## src/hdl/tshe_pkg.sv

```systemverilog
// Shared types and constants for the tape sensor hysteresis event block.
package tshe_pkg;

  localparam int NUM_TAPE_CHANNELS = 6;
  localparam int SAMPLE_BITS_DEF   = 10;
  localparam int NUM_EVENTS        = NUM_TAPE_CHANNELS + 1;
  localparam int IDX_BITS          = $clog2(NUM_EVENTS);
  localparam int CFG_IDX_BITS      = 3;
  localparam int THR_MIN_BITS      = 10;

  // Channels allowed to change in edge-following mode (0, 1, 4, 5).
  localparam logic [15:0] EDGE_CHANNEL_MASK = 16'h0033;

  localparam int LOW_THR_RST   = 200;
  localparam int HIGH_THR_RST  = 450;
  localparam int TOWER_LOW_RST = 600;
  localparam int TOWER_HI_RST  = 900;

  typedef enum logic [CFG_IDX_BITS-1:0] {
    REG_LOW_THR   = 3'd0,
    REG_HIGH_THR  = 3'd1,
    REG_TOWER_LOW = 3'd2,
    REG_TOWER_HI  = 3'd3,
    REG_EDGE_MODE = 3'd4
  } cfg_reg_t;

  typedef enum logic [1:0] {
    EV_TAPE_OFF  = 2'd0,
    EV_TAPE_ON   = 2'd1,
    EV_TOWER_OFF = 2'd2,
    EV_TOWER_ON  = 2'd3
  } event_kind_t;

  // Outcome of one sample set against the current state.
  typedef struct packed {
    logic [NUM_TAPE_CHANNELS-1:0] tape_next;
    logic [NUM_TAPE_CHANNELS-1:0] tape_chg;
    logic                         tower_next;
    logic                         tower_chg;
  } eval_res_t;

endpackage

```

## src/hdl/tshe_eval.sv

```systemverilog
// Hysteresis comparators for the tape channels and the tower pair.
module tshe_eval #(
  parameter int SAMPLE_BITS = tshe_pkg::SAMPLE_BITS_DEF,
  parameter int THR_BITS    = tshe_pkg::THR_MIN_BITS
) (
  input  logic [SAMPLE_BITS-1:0]                 tape_lvl [tshe_pkg::NUM_TAPE_CHANNELS],
  input  logic [SAMPLE_BITS-1:0]                 tower_l_lvl,
  input  logic [SAMPLE_BITS-1:0]                 tower_r_lvl,
  input  logic [THR_BITS-1:0]                    low_thr,
  input  logic [THR_BITS-1:0]                    high_thr,
  input  logic [THR_BITS-1:0]                    tower_low,
  input  logic [THR_BITS-1:0]                    tower_high,
  input  logic                                   edge_mode,
  input  logic [tshe_pkg::NUM_TAPE_CHANNELS-1:0] tape_old,
  input  logic                                   tower_old,
  output tshe_pkg::eval_res_t                    res
);

  logic [THR_BITS-1:0] tl_ext;
  logic [THR_BITS-1:0] tr_ext;
  logic                tower_nxt;

  always_comb begin
    logic [THR_BITS-1:0] lvl;
    logic                nxt;
    logic                allowed;
    res = '0;
    for (int i = 0; i < tshe_pkg::NUM_TAPE_CHANNELS; i++) begin
      lvl = THR_BITS'(tape_lvl[i]);
      nxt = tape_old[i];
      // on test first, so crossed thresholds favour on
      if (lvl > high_thr) begin
        nxt = 1'b1;
      end else if (lvl < low_thr) begin
        nxt = 1'b0;
      end
      allowed = !edge_mode || tshe_pkg::EDGE_CHANNEL_MASK[i];
      res.tape_chg[i]  = (nxt != tape_old[i]) && allowed;
      res.tape_next[i] = res.tape_chg[i] ? nxt : tape_old[i];
    end
    res.tower_next = tower_nxt;
    res.tower_chg  = (tower_nxt != tower_old);
  end

  assign tl_ext = THR_BITS'(tower_l_lvl);
  assign tr_ext = THR_BITS'(tower_r_lvl);

  // off test first for the pair
  always_comb begin
    tower_nxt = tower_old;
    if (tl_ext < tower_low || tr_ext < tower_low) begin
      tower_nxt = 1'b0;
    end else if (tl_ext > tower_high && tr_ext > tower_high) begin
      tower_nxt = 1'b1;
    end
  end

endmodule

```

## src/hdl/tshe_pick.sv

```systemverilog
// Picks the lowest pending event and clears it from the pending mask.
module tshe_pick (
  input  logic [tshe_pkg::NUM_EVENTS-1:0] mask,
  output logic [tshe_pkg::IDX_BITS-1:0]   idx,
  output logic [tshe_pkg::NUM_EVENTS-1:0] rest
);

  always_comb begin
    logic found;
    found = 1'b0;
    idx   = '0;
    rest  = mask;
    for (int i = 0; i < tshe_pkg::NUM_EVENTS; i++) begin
      if (mask[i] && !found) begin
        found   = 1'b1;
        idx     = tshe_pkg::IDX_BITS'(i);
        rest[i] = 1'b0;
      end
    end
  end

endmodule

```

## src/hdl/tape_sensor_hysteresis_events_core.sv

```systemverilog
// Top level of the tape sensor hysteresis event block.
//
//  channel | ports                         | beat
//  --------+-------------------------------+-----------------------------------
//  in      | in_valid/in_ready, 8 levels   | one sample set
//  out     | out_valid/out_ready, 5 fields | one on/off event with state bitmap
//  cfg     | cfg_valid/cfg_ready, idx+data | one register write
//
// A sample is registered, then compared against the state; its events go to
// a pending mask that drains one event per cycle into the output register.
// A sample with no events leaves the pending mask empty. An event passes the
// input register, the pending mask and the output register in that order.
// Reset clears state and loads the default levels. out_ready low stalls the
// drain; the input keeps taking one sample while the pending mask is busy.
module tape_sensor_hysteresis_events_core #(
  parameter int SAMPLE_BITS = tshe_pkg::SAMPLE_BITS_DEF
) (
  input  logic                                   clk,
  input  logic                                   rst_n,
  input  logic                                   in_valid,
  output logic                                   in_ready,
  input  logic [SAMPLE_BITS-1:0]                 in_front_right_level,
  input  logic [SAMPLE_BITS-1:0]                 in_front_left_level,
  input  logic [SAMPLE_BITS-1:0]                 in_rear_right_level,
  input  logic [SAMPLE_BITS-1:0]                 in_rear_left_level,
  input  logic [SAMPLE_BITS-1:0]                 in_side_right_level,
  input  logic [SAMPLE_BITS-1:0]                 in_side_left_level,
  input  logic [SAMPLE_BITS-1:0]                 in_tower_left_level,
  input  logic [SAMPLE_BITS-1:0]                 in_tower_right_level,
  output logic                                   out_valid,
  input  logic                                   out_ready,
  output logic [1:0]                             out_event_kind,
  output logic [tshe_pkg::IDX_BITS-1:0]          out_sensor_index,
  output logic [tshe_pkg::NUM_TAPE_CHANNELS-1:0] out_tape_state_bits,
  output logic                                   out_tower_state,
  output logic                                   out_last_of_run,
  input  logic                                   cfg_valid,
  output logic                                   cfg_ready,
  input  logic [tshe_pkg::CFG_IDX_BITS-1:0]      cfg_index,
  input  logic [SAMPLE_BITS-1:0]                 cfg_data
);

  localparam int NumCh   = tshe_pkg::NUM_TAPE_CHANNELS;
  localparam int NumEv   = tshe_pkg::NUM_EVENTS;
  localparam int ThrBits = (SAMPLE_BITS > tshe_pkg::THR_MIN_BITS) ?
                           SAMPLE_BITS : tshe_pkg::THR_MIN_BITS;

  // configuration
  logic [ThrBits-1:0] low_thr_r, high_thr_r, tower_low_r, tower_high_r;
  logic               edge_mode_r;

  // state
  logic [NumCh-1:0] tape_state_r;
  logic             tower_state_r;

  // input register
  logic                   s1_valid_r;
  logic [SAMPLE_BITS-1:0] s1_tape_r [NumCh];
  logic [SAMPLE_BITS-1:0] s1_tl_r, s1_tr_r;

  // pending events and the state snapshot they report
  logic [NumEv-1:0] pend_mask_r;
  logic [NumCh-1:0] pend_tape_r;
  logic             pend_tower_r;

  // output register
  logic                        out_valid_r;
  logic [1:0]                  out_kind_r;
  logic [tshe_pkg::IDX_BITS-1:0] out_idx_r;
  logic [NumCh-1:0]            out_tape_r;
  logic                        out_tower_r;
  logic                        out_last_r;

  tshe_pkg::eval_res_t           res;
  logic [tshe_pkg::IDX_BITS-1:0] pick_idx;
  logic [NumEv-1:0]              pick_rest;
  logic                          out_load_ok, pop, pend_free, s1_take, in_take;
  logic [1:0]                    pop_kind;

  assign cfg_ready   = 1'b1;
  assign out_load_ok = !out_valid_r || out_ready;
  assign pop         = (pend_mask_r != '0) && out_load_ok;
  assign pend_free   = (pend_mask_r == '0) || (pop && (pick_rest == '0));
  assign s1_take     = s1_valid_r && pend_free;
  assign in_ready    = !s1_valid_r || pend_free;
  assign in_take     = in_valid && in_ready;

  tshe_eval #(
    .SAMPLE_BITS (SAMPLE_BITS),
    .THR_BITS    (ThrBits)
  ) u_eval (
    .tape_lvl    (s1_tape_r),
    .tower_l_lvl (s1_tl_r),
    .tower_r_lvl (s1_tr_r),
    .low_thr     (low_thr_r),
    .high_thr    (high_thr_r),
    .tower_low   (tower_low_r),
    .tower_high  (tower_high_r),
    .edge_mode   (edge_mode_r),
    .tape_old    (tape_state_r),
    .tower_old   (tower_state_r),
    .res         (res)
  );

  tshe_pick u_pick (
    .mask (pend_mask_r),
    .idx  (pick_idx),
    .rest (pick_rest)
  );

  always_comb begin
    if (pick_idx == tshe_pkg::IDX_BITS'(NumCh)) begin
      pop_kind = pend_tower_r ? tshe_pkg::EV_TOWER_ON : tshe_pkg::EV_TOWER_OFF;
    end else begin
      pop_kind = pend_tape_r[pick_idx] ? tshe_pkg::EV_TAPE_ON : tshe_pkg::EV_TAPE_OFF;
    end
  end

  always_ff @(posedge clk) begin
    if (!rst_n) begin
      low_thr_r     <= ThrBits'(tshe_pkg::LOW_THR_RST);
      high_thr_r    <= ThrBits'(tshe_pkg::HIGH_THR_RST);
      tower_low_r   <= ThrBits'(tshe_pkg::TOWER_LOW_RST);
      tower_high_r  <= ThrBits'(tshe_pkg::TOWER_HI_RST);
      edge_mode_r   <= 1'b0;
      tape_state_r  <= '0;
      tower_state_r <= 1'b0;
      s1_valid_r    <= 1'b0;
      pend_mask_r   <= '0;
      out_valid_r   <= 1'b0;
    end else begin
      if (cfg_valid && cfg_ready) begin
        unique case (cfg_index)
          tshe_pkg::REG_LOW_THR:   low_thr_r    <= ThrBits'(cfg_data);
          tshe_pkg::REG_HIGH_THR:  high_thr_r   <= ThrBits'(cfg_data);
          tshe_pkg::REG_TOWER_LOW: tower_low_r  <= ThrBits'(cfg_data);
          tshe_pkg::REG_TOWER_HI:  tower_high_r <= ThrBits'(cfg_data);
          tshe_pkg::REG_EDGE_MODE: edge_mode_r  <= cfg_data[0];
          default: ;
        endcase
      end

      if (in_take) begin
        s1_valid_r <= 1'b1;
      end else if (s1_take) begin
        s1_valid_r <= 1'b0;
      end

      if (s1_take) begin
        tape_state_r  <= res.tape_next;
        tower_state_r <= res.tower_next;
        pend_mask_r   <= {res.tower_chg, res.tape_chg};
      end else if (pop) begin
        pend_mask_r <= pick_rest;
      end

      if (pop) begin
        out_valid_r <= 1'b1;
      end else if (out_ready) begin
        out_valid_r <= 1'b0;
      end
    end
  end

  // payload registers
  always_ff @(posedge clk) begin
    if (in_take) begin
      s1_tape_r[0] <= in_front_right_level;
      s1_tape_r[1] <= in_front_left_level;
      s1_tape_r[2] <= in_rear_right_level;
      s1_tape_r[3] <= in_rear_left_level;
      s1_tape_r[4] <= in_side_right_level;
      s1_tape_r[5] <= in_side_left_level;
      s1_tl_r      <= in_tower_left_level;
      s1_tr_r      <= in_tower_right_level;
    end
    if (s1_take) begin
      pend_tape_r  <= res.tape_next;
      pend_tower_r <= res.tower_next;
    end
    if (pop) begin
      out_kind_r  <= pop_kind;
      out_idx_r   <= pick_idx;
      out_tape_r  <= pend_tape_r;
      out_tower_r <= pend_tower_r;
      out_last_r  <= (pick_rest == '0);
    end
  end

  assign out_valid           = out_valid_r;
  assign out_event_kind      = out_kind_r;
  assign out_sensor_index    = out_idx_r;
  assign out_tape_state_bits = out_tape_r;
  assign out_tower_state     = out_tower_r;
  assign out_last_of_run     = out_last_r;

`ifndef NO_ASSERTIONS
  // the last pending event of a sample is flagged as last on the output
  a_last_flag: assert property (@(posedge clk) disable iff (!rst_n)
    (pop && pick_rest == '0) |=> out_last_of_run)
    else $error("last event of a sample not flagged");

  // the tower pair only ever reports tower kinds
  a_tower_kind: assert property (@(posedge clk) disable iff (!rst_n)
    (out_valid && out_sensor_index == tshe_pkg::IDX_BITS'(NumCh)) |-> out_event_kind[1])
    else $error("tower event with tape kind");

  // snapshot taken with a sample matches the state it leaves behind
  a_snapshot: assert property (@(posedge clk) disable iff (!rst_n)
    s1_take |=> (pend_tape_r == tape_state_r && pend_tower_r == tower_state_r))
    else $error("pending snapshot differs from state");

  // a tape event reports the channel's state in its own bitmap
  a_tape_kind: assert property (@(posedge clk) disable iff (!rst_n)
    (pop && pick_idx != tshe_pkg::IDX_BITS'(NumCh)) |=>
      (out_event_kind[0] == out_tape_state_bits[out_sensor_index]))
    else $error("tape event kind disagrees with bitmap");
`endif

endmodule
```

## config.mk

```make
export PLATFORM = sky130hd
export DESIGN_NAME = tape_sensor_hysteresis_events_core
export DESIGN_NICKNAME = d
export VERILOG_FILES = /design/src/hdl/tshe_pkg.sv /design/src/hdl/tshe_eval.sv /design/src/hdl/tshe_pick.sv /design/src/hdl/tape_sensor_hysteresis_events_core.sv
export SDC_FILE = /design/constraint.sdc
export NUM_CORES = 1
export LEC_CHECK = 0
export BUFFER_PORTS_ARGS = -buffer_cell sky130_fd_sc_hd__buf_2
export CAP_MARGIN = 20
export CORE_UTILIZATION = 23
export DETAILED_ROUTE_END_ITERATION = 7
export GPL_ROUTABILITY_DRIVEN = 0
export SETUP_SLACK_MARGIN = 0.1
export SLEW_MARGIN = 20
export SYNTH_ARGS = -nofsm -noshare
export SYNTH_HDL_FRONTEND = slang
export SYNTH_SLANG_ARGS = --single-unit
```

## constraint.sdc

```tcl
create_clock -name clk -period 16.4 [get_ports clk]
set_input_delay 1.64 -clock clk [delete_from_list [all_inputs] [get_ports clk]]
set_output_delay 1.64 -clock clk [all_outputs]
set_load 0.005 [all_outputs]
```

==> flow_summary.toml <==
[status]
outcome = "finished clean"

[routing]
vias_per_cell = 4.52
drtAntennaViolNets = 0
drc = 0
routedWlPerCell_um = 16.6
dr.first_iter.drc_count = 457
dr_total_vias = 6669
drt_first_pass_iters = 5
totalWireLength_um = 24500

[worst_setup_path]
r2r_start = "pend_mask_r[2]$_SDFFE_PN0P_"
worstPathArrival_ns = 2.78
start_kind = "input pin"
r2r_end = "s1_tape_r[19]$_DFFE_PP_"
critPathLaunch = "out_ready"
cp_max_fo = 4
critPathKind = "in -> out"
crit_end = "in_ready"
crit_required_ns = 14.76
reg2regPathDepth = 6
worst_setup_path_end_kind = "primary output"
rrSetupSlack_ns = 13.01

[sta]
maxSlewHeadroom_pct = 35.3
hold_viol_final = 0
whs_ns = 0.459
tns_ns = 0
skew_ns = 0.0154
grt_setup_unrepaired = "no"
worst_pin_slew_ns = 0.968
min_period_ns = 4.42
period_share_pct = 26.9
max_freq_ghz = 0.226
setup_viol = 0
slew_violations = 0

[global_routing]
grt_usage_pct = 12.9
use_met3_pct = 2.63
grt_pass1_vias = 6643
met2_usage_pct = 19.9
grt_max_degree = 61
grt_pass1_wl_um = 38100
use_met1_pct = 17.7
gr-total-overflow = 0
top_usage_layer = "met2"
antenna_found_initial = 0

[floorplan]
core_area_sq_um = 37900
fp.dieH_um = 199
start_util_pct = 23.6
pin_count = 114
die_w_um = 199
row_count = 71
design.die.area_sq_um = 39700

[logic_synthesis]
yosys_warnings = 0
synthMuxAreaShare_pct = 0.699
synth-xor-area-share_pct = 0
synth_top_cell_area_share_pct = 33.6
synth.lib_cells_used.distinct = 56
syn-num-nets = 1091
synth_area_leaders = "edfxtp_1, ha_1, dfxtp_1"
syn-instance-count = 837
netlist_area_sq_um = 8950
ys_seq_area_share_pct = 46.3
synth_top_family_by_area = "adder cells"
synth-simple-area-share_pct = 11.3
avgSynthCellArea_sq_um = 10.7
synth_edf_count = 100
synthAdderAreaFrac_pct = 21.8
yosysTopAreaCell = "edfxtp_1"
synth-compound-area-share_pct = 16.2
synth_flop_cell = "edfxtp_1"
async_flop_share_pct = 0
yosys_register_bits = 157
netlist_top_cells_count = "ha_1, edfxtp_1, nand2_1"
synth_most_common_cell = "ha_1"

[final_layout]
fin_area_sq_um = 10700
diodes = 0
multi_input_area_sq_um = 4490
finalNetCount = 1206
drive_gt1_share_pct = 17.0
area_delta_synth_final_pct = 19.6
post-route-util_pct = 28.2
fill_cells = 3952
regArea_sq_um = 4140

[pwr]
intPower_w = 0.000732
vdd_drop_max_uv = 77.5
comb_power_share_pct = 13.5
power.share.clock_pct = 40.3
total_power_w = 0.00101
pwr-share-seq_pct = 46.3
power.net_switching_w = 0.000280
p_per_area_nw_per_um2 = 94.5
leakage_nw = 4.55
netSwitchingFraction_pct = 27.7

[cts]
clock_path_buffers = 2
cts.htree.levels = 4
ctsHoldBuffers = 0
clk-insertion-delay-late_ns = 0.44
cts_setup_buffers = 0
clkSinkCount = 157
cts_tree = "yes"
cts.repair.resized = 0
cts_buffers = 17
cts-root-buf = "clkbuf_16"
clk_pin_slew_ns = 0.07

[hold_path]
hold_class = "reg -> reg"

[place]
numPortBuffers = 112
placed_area_sq_um = 10100
dp_hpwl_um = 18800

[run]
max_cap_violations = 0
-- placed cells by master (no fill, tap or decap), types with 3 or more instances in the layout --
master,instances
inv_8,4
and4_1,9
o211ai_1,21
or2_2,10
a21o_1,28
a211oi_1,5
nor3_1,8
buf_2,112
a2111oi_0,4
nor2_1,23
a211o_1,4
and3_1,4
o21ai_0,40
dfxtp_1,57
inv_1,66
nand4_1,13
o31ai_1,6
nand2b_1,11
edfxtp_1,100
a221o_1,6
o21a_1,8
inv_6,4
a31oi_1,8
a21oi_1,73
nand3_1,11
nand2_1,100
nor2b_1,8
ha_1,156
mux2i_1,4
o21bai_1,3
clkbuf_16,19
-- how the worst min path moves through the flow --
stage | endpoint | slack [ns] | start | cells after the start
final | tower_low_r[5]$_SDFFE_PN0P_ | 0.46 | tower_low_r[5]$_SDFFE_PN0P_ | 2
after global routing | low_thr_r[9]$_SDFFE_PN0P_ | 0.48 | low_thr_r[9]$_SDFFE_PN0P_ | 2
after CTS | tower_low_r[5]$_SDFFE_PN0P_ | 0.46 | tower_low_r[5]$_SDFFE_PN0P_ | 2
after detailed placement | tower_low_r[5]$_SDFFE_PN0P_ | 0.45 | tower_low_r[5]$_SDFFE_PN0P_ | 2
after global placement | high_thr_r[9]$_SDFFE_PN0P_ | 0.44 | high_thr_r[9]$_SDFFE_PN0P_ | 2
after floorplan | out_tape_state_bits[3]$_DFFE_PP_ | 0.42 | pend_tape_r[3]$_DFFE_PP_ | 0
-- metrics by stage --
step | setup WS [ns] | instances
4_1_cts | 12.00 | 1476
5_1_grt | 11.88 | 1476
6_report | 11.98 | 1476
3_3_place_gp | 12.04 | 1443
2_1_floorplan | 9.77 | 837
3_5_place_dp | 12.00 | 1444
-- kinds of logic (layout without fill, tap and decap cells) --
kind of cell,after synthesis,in the layout
buffers and inverters,85,213
other,1,1
and+or+nand+nor,207,207
adders and majority gates,156,156
DFF,157,157
muxes,5,5
AOI/OAI and AO/OA,226,226
-- critical path, stage by stage --
cell,delay [ns]
buf_2,0.10
nand2b_1,0.19
a21oi_1,0.22
o31ai_2,0.10
nor2_1,0.27
nand2_1,0.12
buf_2,0.14
-- per-layer routing --
metal  vias to the layer above  wire length, um  share of wire (%)
met3                        34             1160                4.7
met4                         0              526                2.1
met2                       183            10900                 45
met5                         -                0                  0
met1                      3109            11900                 48
li1                       3343                -                  -
-- power groups by stage --
stage	clock (W)	combinational, W	sequential (W)
finish	0.000407	0.000136	0.000468
global route	0.000434	0.000157	0.000471
detailed placement	0	0.000136	0.000477
global placement	0	0.000131	0.000477
floorplan	0	0.0000869	0.000471
CTS	0.000418	0.000137	0.000468
-- final cells by class --
cell class / instances / area share (%)
repair buffers: 114 / 5.45
well taps: 511 / 5.97
inverters: 67 / 2.35
clock inverters: 12 / 0.994
clock buffers: 20 / 4.57
multi-input cells: 595 / 41.9
flip-flops and latches: 157 / 38.7
-- registers in the layout, summed over array words and instances, names as in the netlist --
signal / count
edge_mode_r: 1
high_thr_r: 10
low_thr_r: 10
out_event_kind: 2
out_last_of_run: 1
out_sensor_index: 3
out_tape_state_bits: 6
out_tower_state: 1
out_valid: 1
pend_mask_r: 7
pend_tape_r: 6
pend_tower_r: 1
s1_tape_r: 60
s1_tl_r: 10
s1_tr_r: 10
s1_valid_r: 1
tape_state_r: 6
tower_high_r: 10
tower_low_r: 10
tower_state_r: 1
Note: power is estimated with default switching activity, not from simulation.
